--- src/hw/rtl/aescbc_pkg.sv ---
// shared types, constants and round functions for the aes-128 cbc decrypt core
// depends on nothing; every other file imports it
package aescbc_pkg;

  localparam int unsigned BLK_W  = 128;
  localparam int unsigned ROUNDS = 10;
  localparam int unsigned NKEYS  = ROUNDS + 1;
  localparam int unsigned CFG_W  = 64;
  localparam int unsigned IDX_W  = 3;

  typedef logic [BLK_W-1:0] blk_t;
  typedef logic [NKEYS-1:0][BLK_W-1:0] rkeys_t;
  typedef logic [7:0] box_t [256];

  typedef enum logic [IDX_W-1:0] {
    CFG_KEY_HI = 3'd0,
    CFG_KEY_LO = 3'd1,
    CFG_IV_HI  = 3'd2,
    CFG_IV_LO  = 3'd3
  } cfg_idx_t;

  typedef struct packed {
    logic vld;
  } stg_ctl_t;

  localparam box_t SBOX = '{
    8'h63,8'h7c,8'h77,8'h7b,8'hf2,8'h6b,8'h6f,8'hc5,8'h30,8'h01,8'h67,8'h2b,8'hfe,8'hd7,8'hab,8'h76,
    8'hca,8'h82,8'hc9,8'h7d,8'hfa,8'h59,8'h47,8'hf0,8'had,8'hd4,8'ha2,8'haf,8'h9c,8'ha4,8'h72,8'hc0,
    8'hb7,8'hfd,8'h93,8'h26,8'h36,8'h3f,8'hf7,8'hcc,8'h34,8'ha5,8'he5,8'hf1,8'h71,8'hd8,8'h31,8'h15,
    8'h04,8'hc7,8'h23,8'hc3,8'h18,8'h96,8'h05,8'h9a,8'h07,8'h12,8'h80,8'he2,8'heb,8'h27,8'hb2,8'h75,
    8'h09,8'h83,8'h2c,8'h1a,8'h1b,8'h6e,8'h5a,8'ha0,8'h52,8'h3b,8'hd6,8'hb3,8'h29,8'he3,8'h2f,8'h84,
    8'h53,8'hd1,8'h00,8'hed,8'h20,8'hfc,8'hb1,8'h5b,8'h6a,8'hcb,8'hbe,8'h39,8'h4a,8'h4c,8'h58,8'hcf,
    8'hd0,8'hef,8'haa,8'hfb,8'h43,8'h4d,8'h33,8'h85,8'h45,8'hf9,8'h02,8'h7f,8'h50,8'h3c,8'h9f,8'ha8,
    8'h51,8'ha3,8'h40,8'h8f,8'h92,8'h9d,8'h38,8'hf5,8'hbc,8'hb6,8'hda,8'h21,8'h10,8'hff,8'hf3,8'hd2,
    8'hcd,8'h0c,8'h13,8'hec,8'h5f,8'h97,8'h44,8'h17,8'hc4,8'ha7,8'h7e,8'h3d,8'h64,8'h5d,8'h19,8'h73,
    8'h60,8'h81,8'h4f,8'hdc,8'h22,8'h2a,8'h90,8'h88,8'h46,8'hee,8'hb8,8'h14,8'hde,8'h5e,8'h0b,8'hdb,
    8'he0,8'h32,8'h3a,8'h0a,8'h49,8'h06,8'h24,8'h5c,8'hc2,8'hd3,8'hac,8'h62,8'h91,8'h95,8'he4,8'h79,
    8'he7,8'hc8,8'h37,8'h6d,8'h8d,8'hd5,8'h4e,8'ha9,8'h6c,8'h56,8'hf4,8'hea,8'h65,8'h7a,8'hae,8'h08,
    8'hba,8'h78,8'h25,8'h2e,8'h1c,8'ha6,8'hb4,8'hc6,8'he8,8'hdd,8'h74,8'h1f,8'h4b,8'hbd,8'h8b,8'h8a,
    8'h70,8'h3e,8'hb5,8'h66,8'h48,8'h03,8'hf6,8'h0e,8'h61,8'h35,8'h57,8'hb9,8'h86,8'hc1,8'h1d,8'h9e,
    8'he1,8'hf8,8'h98,8'h11,8'h69,8'hd9,8'h8e,8'h94,8'h9b,8'h1e,8'h87,8'he9,8'hce,8'h55,8'h28,8'hdf,
    8'h8c,8'ha1,8'h89,8'h0d,8'hbf,8'he6,8'h42,8'h68,8'h41,8'h99,8'h2d,8'h0f,8'hb0,8'h54,8'hbb,8'h16
  };

  // inverse table built at elaboration from the forward one
  function automatic box_t invert_box(box_t f);
    box_t r;
    for (int i = 0; i < 256; i++) begin
      r[f[i]] = 8'(i);
    end
    return r;
  endfunction

  localparam box_t INV_SBOX = invert_box(SBOX);

  function automatic logic [7:0] rcon(logic [3:0] i);
    logic [7:0] v;
    case (i)
      4'd0: v = 8'h01;
      4'd1: v = 8'h02;
      4'd2: v = 8'h04;
      4'd3: v = 8'h08;
      4'd4: v = 8'h10;
      4'd5: v = 8'h20;
      4'd6: v = 8'h40;
      4'd7: v = 8'h80;
      4'd8: v = 8'h1b;
      4'd9: v = 8'h36;
      default: v = 8'h00;
    endcase
    return v;
  endfunction

  // byte 0 sits in the top bits
  function automatic logic [7:0] get_byte(blk_t s, int i);
    return s[BLK_W-1-8*i -: 8];
  endfunction

  function automatic blk_t next_key(blk_t k, logic [3:0] step);
    logic [31:0] w0, w1, w2, w3, t, n0, n1, n2, n3;
    w0 = k[127:96];
    w1 = k[95:64];
    w2 = k[63:32];
    w3 = k[31:0];
    t  = {SBOX[w3[23:16]] ^ rcon(step), SBOX[w3[15:8]], SBOX[w3[7:0]], SBOX[w3[31:24]]};
    n0 = w0 ^ t;
    n1 = w1 ^ n0;
    n2 = w2 ^ n1;
    n3 = w3 ^ n2;
    return {n0, n1, n2, n3};
  endfunction

  function automatic logic [7:0] xt(logic [7:0] b);
    return {b[6:0], 1'b0} ^ (b[7] ? 8'h1b : 8'h00);
  endfunction

  function automatic blk_t inv_shift_sub(blk_t s);
    blk_t t;
    for (int c = 0; c < 4; c++) begin
      for (int r = 0; r < 4; r++) begin
        t[BLK_W-1-8*(r+4*c) -: 8] = INV_SBOX[get_byte(s, r + 4*((c + 4 - r) % 4))];
      end
    end
    return t;
  endfunction

  function automatic blk_t inv_mix(blk_t s);
    blk_t t;
    logic [7:0] a [4];
    logic [7:0] x2 [4];
    logic [7:0] x4 [4];
    logic [7:0] x8 [4];
    logic [7:0] m9 [4];
    logic [7:0] mb [4];
    logic [7:0] md [4];
    logic [7:0] me [4];
    for (int c = 0; c < 4; c++) begin
      for (int j = 0; j < 4; j++) begin
        a[j]  = get_byte(s, 4*c + j);
        x2[j] = xt(a[j]);
        x4[j] = xt(x2[j]);
        x8[j] = xt(x4[j]);
        m9[j] = x8[j] ^ a[j];
        mb[j] = x8[j] ^ x2[j] ^ a[j];
        md[j] = x8[j] ^ x4[j] ^ a[j];
        me[j] = x8[j] ^ x4[j] ^ x2[j];
      end
      t[BLK_W-1-8*(4*c)   -: 8] = me[0] ^ mb[1] ^ md[2] ^ m9[3];
      t[BLK_W-1-8*(4*c+1) -: 8] = m9[0] ^ me[1] ^ mb[2] ^ md[3];
      t[BLK_W-1-8*(4*c+2) -: 8] = md[0] ^ m9[1] ^ me[2] ^ mb[3];
      t[BLK_W-1-8*(4*c+3) -: 8] = mb[0] ^ md[1] ^ m9[2] ^ me[3];
    end
    return t;
  endfunction

endpackage

--- src/hw/rtl/aescbc_keyexp.sv ---
// round key sequencer: one expansion step per cycle into a bank of 11 round keys
// depends on aescbc_pkg
module aescbc_keyexp import aescbc_pkg::*; (
  input  logic   clk,
  input  logic   rst_n,
  input  logic   start,
  input  blk_t   key,
  output logic   busy,
  output rkeys_t rk
);

  localparam logic [3:0] DONE = 4'(NKEYS);

  logic [3:0] cnt_r, cnt_nxt;
  blk_t       cur_r, cur_nxt;
  rkeys_t     rk_r;

  assign busy = (cnt_r != DONE);
  assign rk   = rk_r;

  always_comb begin
    cnt_nxt = cnt_r;
    cur_nxt = cur_r;
    if (start) begin
      cnt_nxt = '0;
      cur_nxt = key;
    end else if (busy) begin
      cnt_nxt = cnt_r + 4'd1;
      cur_nxt = next_key(cur_r, cnt_r);
    end
  end

  // reset expands the all-zero key
  always_ff @(posedge clk) begin
    if (!rst_n) begin
      cnt_r <= '0;
      cur_r <= '0;
    end else begin
      cnt_r <= cnt_nxt;
      cur_r <= cur_nxt;
    end
  end

  always_ff @(posedge clk) begin
    if (busy && !start) begin
      rk_r[cnt_r] <= cur_r;
    end
  end

endmodule

--- config.mk ---
export PLATFORM = sky130hd
export DESIGN_NAME = aescbc_keyexp
export DESIGN_NICKNAME = d
export VERILOG_FILES = /design/src/hw/rtl/aescbc_pkg.sv /design/src/hw/rtl/aescbc_keyexp.sv
export SDC_FILE = /design/constraint.sdc
export NUM_CORES = 2
export LEC_CHECK = 0
export BUFFER_PORTS_ARGS = -buffer_cell sky130_fd_sc_hd__buf_2
export CAP_MARGIN = 20
export CORE_AREA = 10 10 597 599
export CTS_CLUSTER_SIZE = 25
export DETAILED_ROUTE_END_ITERATION = 7
export DIE_AREA = 0 0 607 609
export PLACE_DENSITY_LB_ADDON = 0.2
export REMOVE_ABC_BUFFERS = 1
export SLEW_MARGIN = 25
export SYNTH_ARGS = -nofsm -noshare
export SYNTH_HDL_FRONTEND = slang
export SYNTH_SLANG_ARGS = --single-unit
--- constraint.sdc ---
create_clock -name clk -period 7.2 [get_ports clk]
set_input_delay 1.44 -clock clk [delete_from_list [all_inputs] [get_ports clk]]
set_output_delay 1.44 -clock clk [all_outputs]
set_load 0.01 [all_outputs]
# Word-level counts from Yosys, hierarchy flattened
# Memories as Yosys holds them, arrays and structs flattened. A register that Yosys moved wholly into a read port is not among the register bits.
# Cells that the tools add are included.
word_totals:
  ff_bits: 1540
  latch_bits: 0
  ramBits: 0
  rom_bits: 8320
  output_inout_bits: 1409
  n_memories: 5
memory_table:
  columns: ["name", "depth", "width", "rd", "rd_clocked_by_memory_dff", "wr", "line", "rtl"]
  rows:
  - ["(no name shown)", 256, 8, 1, 0, 0, "aescbc_pkg.sv:85", "t = {SBOX[w3[23:16]] ^ rcon(step), SBOX[w3[15:8]], SBOX[w3[7:0]], SBOX[w3[31:24]]};"]
  - ["(no name shown)", 256, 8, 1, 0, 0, "aescbc_pkg.sv:85", null]
  - ["(no name shown)", 256, 8, 1, 0, 0, "aescbc_pkg.sv:85", null]
  - ["(no name shown)", 256, 8, 1, 0, 0, "aescbc_pkg.sv:85", null]
  - ["(no name shown)", 16, 8, 1, 1, 0, "aescbc_pkg.sv:58", "case (i)"]
op_classes:
  n_addsub: 1
  n_mul: 0
  div_mod_pow: 0
  order_cmp: 6
  eq_ne: 1
  shifts: 0
  muxes: 17
  bitwise_logic: 10
  n_reduce_logical: 5
ops:
  columns: ["cell", "n"]
  rows:
  - ["1408-bit bitwise mux", 1]
  - ["128-bit demux with 4-bit select", 1]
  - ["128-bit 2-to-1 mux", 3]
  - ["32-bit XOR", 4]
  - ["8-bit 2-to-1 mux", 10]
  - ["9-bit >= comparator, second input constant", 4]
  - ["8-bit NOT with 9-bit output", 4]
  - ["4-bit 2-to-1 mux", 2]
  - ["8-bit XOR", 1]
  - ["4-bit by 5-bit < comparator with 1-bit output, second input constant", 1]
  - ["4-bit by 1-bit adder with 4-bit output, second input constant", 1]
  - ["4-bit by 1-bit >= comparator with 1-bit output, second input constant", 1]
  - ["4-bit != test, second input constant", 1]
  - ["1-bit logical AND", 2]
  - ["2-bit nonzero test", 1]
  - ["2-bit OR reduction", 1]
  - ["1-bit zero test", 1]
  - ["1-bit NOT", 1]

# Depth between registers and ports, before layout
depth:
  depth_word: 11
  ltp_mapped: 15
  depth_no_buf: 11

# Worst setup path after synthesis
# Ideal clock, no wire load.
synth_path:
  path_kind: "input to register"
  start: "input start"
  end: "register rk_r (netlist bit rk[1024]) (enable)"
  setup_ns: 0.502
  arrival_ns: 5.125
  required_ns: 6.698
  setup_slack_ns: 1.573
  path_stages: 4
  path_buffers: 2
  path_cell_list: "clkbuf_1 clkbuf_1 nor4b_1 and2_1"
synth_between:
  elab_chain_len: 2
synth_rtl:
  columns: ["item", "line", "rtl"]
  rows:
  - ["from (decl)", "aescbc_keyexp.sv:6", "input logic start,"]
  - ["1-bit zero test", "aescbc_keyexp.sv:45", "if (busy && !start) begin"]
  - ["1-bit logical AND", "aescbc_keyexp.sv:45", null]
  - ["to (signal, indexed assignment)", "aescbc_keyexp.sv:46", "rk_r[cnt_r] <= cur_r;"]
  - ["to (decl)", "aescbc_keyexp.sv:16", "rkeys_t rk_r;"]
# Every way passes these cells.
# A chain may end at the register's enable or synchronous reset.

# Final worst setup path
layout_path:
  start: "register cur_r[25]"
  end: "register cur_r[2]"
layout_between:
  elab_chain_len: 10
layout_rtl:
  columns: ["item", "line", "rtl"]
  rows:
  - ["from (decl)", "aescbc_keyexp.sv:15", "blk_t cur_r, cur_nxt;"]
  - ["from (signal assigned)", "aescbc_keyexp.sv:40", "cur_r <= cur_nxt;"]
  - ["8-bit NOT with 9-bit output (implied by the code)", "aescbc_pkg.sv:85", null]
  - ["memory read 256 x 8 bit", null, null]
  - ["8-bit 2-to-1 mux (implied by the code) (2 in a row)", "aescbc_pkg.sv:85", null]
  - ["32-bit XOR", "aescbc_pkg.sv:86", "n0 = w0 ^ t;"]
  - ["32-bit XOR", "aescbc_pkg.sv:87", "n1 = w1 ^ n0;"]
  - ["32-bit XOR", "aescbc_pkg.sv:88", "n2 = w2 ^ n1;"]
  - ["32-bit XOR", "aescbc_pkg.sv:89", "n3 = w3 ^ n2;"]
  - ["128-bit 2-to-1 mux", "aescbc_keyexp.sv:27", "end else if (busy) begin"]
  - ["128-bit 2-to-1 mux", "aescbc_keyexp.sv:24", "if (start) begin"]
# Every way passes these cells. The select of a mux whose other input is x is not followed.

==> impl_metrics.toml <==
[worst_setup_path]
rrSetupSlack_ns = 2.42
cp-start-kind = "register"
worstPathMaxFanout = 47
required_ns = 7.93
cp.arrival_ns = 5.50
path_class = "reg -> reg"
cp-end-kind = "register"

[timing]
rsz0062_at_grt = "no"
tns_ns = 0
fin_crit_ns = 4.78
fmax_mhz = 209
setup_violations = 0
max_slew_margin_pct = 25.9
period_share_pct = 66.4
fin_ws_ns = 2.42
slew_viol_final = 0
clock_skew_ns = 0.0628
whs_ns = 0.537
worst-slew-pin-transition_ns = 1.11
hold_viol_final = 0

[clocking]
cts_root_buf = "clkbuf_16"
cts_resized = 0
path_clk_slew_ns = 0.07
clkSinkCount = 1548
cts_buffer_depth = 4
tritoncts = "built"
h-tree-depth = 4
clkLatencyLatePin_ns = 0.89
postCtsSetupRepairBufs = 0
numCtsBuffers = 185
ctsHoldBuffers = 0

[synthesis]
ys_top_cells_by_area = "edfxtp_1 66%, dfxtp_1 4.3%, o21ai_0 2.2%"
yosys_most_used_dff = "edfxtp_1"
synth_simple_gate_area_share_pct = 8.56
synthAdderAreaFrac_pct = 1.18
synth_top_area_share_pct = 65.6
async_flop_share_pct = 0
synth-edff-count = 1408
ys_warn_count = 0
synth-seq-area-share_pct = 69.9
synth_area_sq_mm = 0.0645
synth.distinct_cells = 94
synthCells = 4573
synth_top_family_by_area = "compound AO/OA/AOI/OAI gates"
synth_xor_area_share_pct = 3.62
avgSynthCellArea_sq_um = 14.1
ys_ff_latch = 1548
muxShareOfSynthArea_pct = 1.93
synth-compound-area-share_pct = 12.1
synth_top_area_cell = "edfxtp_1"

[detailed_routing]
vias = 48811
firstDrtPassIters = 6
wire_per_inst_um = 30.6
remaining_drc_errors = 0
final_antenna_net_count = 0
drt-initial-drc-count = 5214
wl_mm = 331
viasPerCell = 4.51

[cells_and_area]
multi_input_area_sq_mm = 0.0177
fillCellCount = 36440
final_net_count = 6264
area_delta_synth_final_pct = 29.9
final_common_cell = "buf_2"
drive_gt1_share_pct = 33.7
ff_latch_area_sq_mm = 0.0451
final_cell_mix = "1537 x buf_2, 1408 x edfxtp_1, 281 x o21ai_0"

[global_routing]
grt_max_degree = 80
antenna_found_initial = 99
grt_pass1_wl_mm = 440
grt_pass1_vias = 47315
grt_overflow_total = 0
grt.total_usage_pct = 16.9

[pwr]
power.leakage_nw = 30.0
powerDensity_mw_per_mm2 = 445
peakVddDrop_mv = 0.230

[placement]
port_buffers = 1539
dp_hpwl_mm = 232
gp_congestion = 0.924
pre_cts_slack_ns = 2.40

[floorplanning]
dieArea_sq_mm = 0.370
start_util_pct = 18.7
rows = 216
chipHeight_um = 609
core_area_sq_mm = 0.345
die_w_um = 607
io_pins = 1540

[hold_path]
hp-class = "reg -> reg"

[outcome]
status = "complete, no violations"

[flow_run]
drv_cap = 0
[sequential cells by signal (all words and copies together), names as in the netlist, named ones only]
register / cells
rk: 1408
cur_r: 128
cnt_r: 4
[synthesized netlist by cell type, drive strengths merged, types with 68 or more instances]
master and count:
edfxtp 1408, o21ai 281, nand2 248, a21oi 241
nor2 210, clkbuf 206, xnor2 157, buf 145
dfxtp 140, nand2b 118, nand3 111, nor2b 89
nor3 73, xor2 70, o211ai 68
[worst paths after layout]
kind                            startpoint        to  cells past startpoint
worst max-delay path             cur_r[25]  cur_r[2]                     11
worst max register to register   cur_r[25]  cur_r[2]                     11
worst min-delay path             cur_r[30]   rk[926]                      0
worst min register to register   cur_r[30]   rk[926]                      0
[logic make-up after synthesis]
logic type               Yosys count
flip-flops                      1548
AO/OA/AOI/OAI                   1148
AND/OR/NAND/NOR                 1086
buffers and inverters            406
XOR/XNOR                         242
multiplexers                      82
adder cells (fa/ha/maj)           61
[where the power goes]
group	internal [mW]	switching (mW)
clock	5.24	4.01
sequential	11.3	1.85
combinational	5.22	9.63
total	21.8	15.5
[per-layer routing]
layer / vias up / routed length [um] / share of wire, % / track usage [%]
met5: - / 230 / 0.069 / 0
met4: 32 / 12800 / 3.9 / 5.56
met3: 558 / 26000 / 7.8 / 4.07
met2: 2528 / 162000 / 49 / 29.0
met1: 25011 / 130000 / 39 / 20.6
li1: 20682 / - / - / -
[metrics by stage]
step | instance area, sq um | power (mW) | utilization [%] | instances
after global routing | 83700 | 39.2 | 24.3 | 10810
after global placement | 77800 | 28.4 | 22.6 | 10463
after floorplan | 63000 | 21.6 | - | 4222
after detailed placement | 77800 | 28.1 | 22.6 | 10464
final | 83700 | 37.3 | 24.3 | 10825
after CTS | 83600 | 37.6 | 24.3 | 10791
[critical path, stage by stage (launching register included)]
cell      delay, ns
dfxtp_2        0.45
buf_4          0.64
ha_1           0.82
nand2b_1       0.62
o211ai_1       0.36
o211a_1        0.21
nor4_1         0.08
o311ai_2       0.56
xnor2_1        0.36
nor2_1         0.25
xnor2_1        0.14
a21oi_1        0.08
[final cells by class]
class | instances | share of cell area, %
sequential | 1548 | 53.9
multi-input combinational | 2619 | 21.2
timing repair buffer | 1664 | 10.7
tap | 4578 | 6.84
clock buffer | 217 | 5.67
clock inverter | 110 | 1.31
inverter | 55 | 0.259
antenna | 34 | 0.102
(Power assumes the default switching activity.)
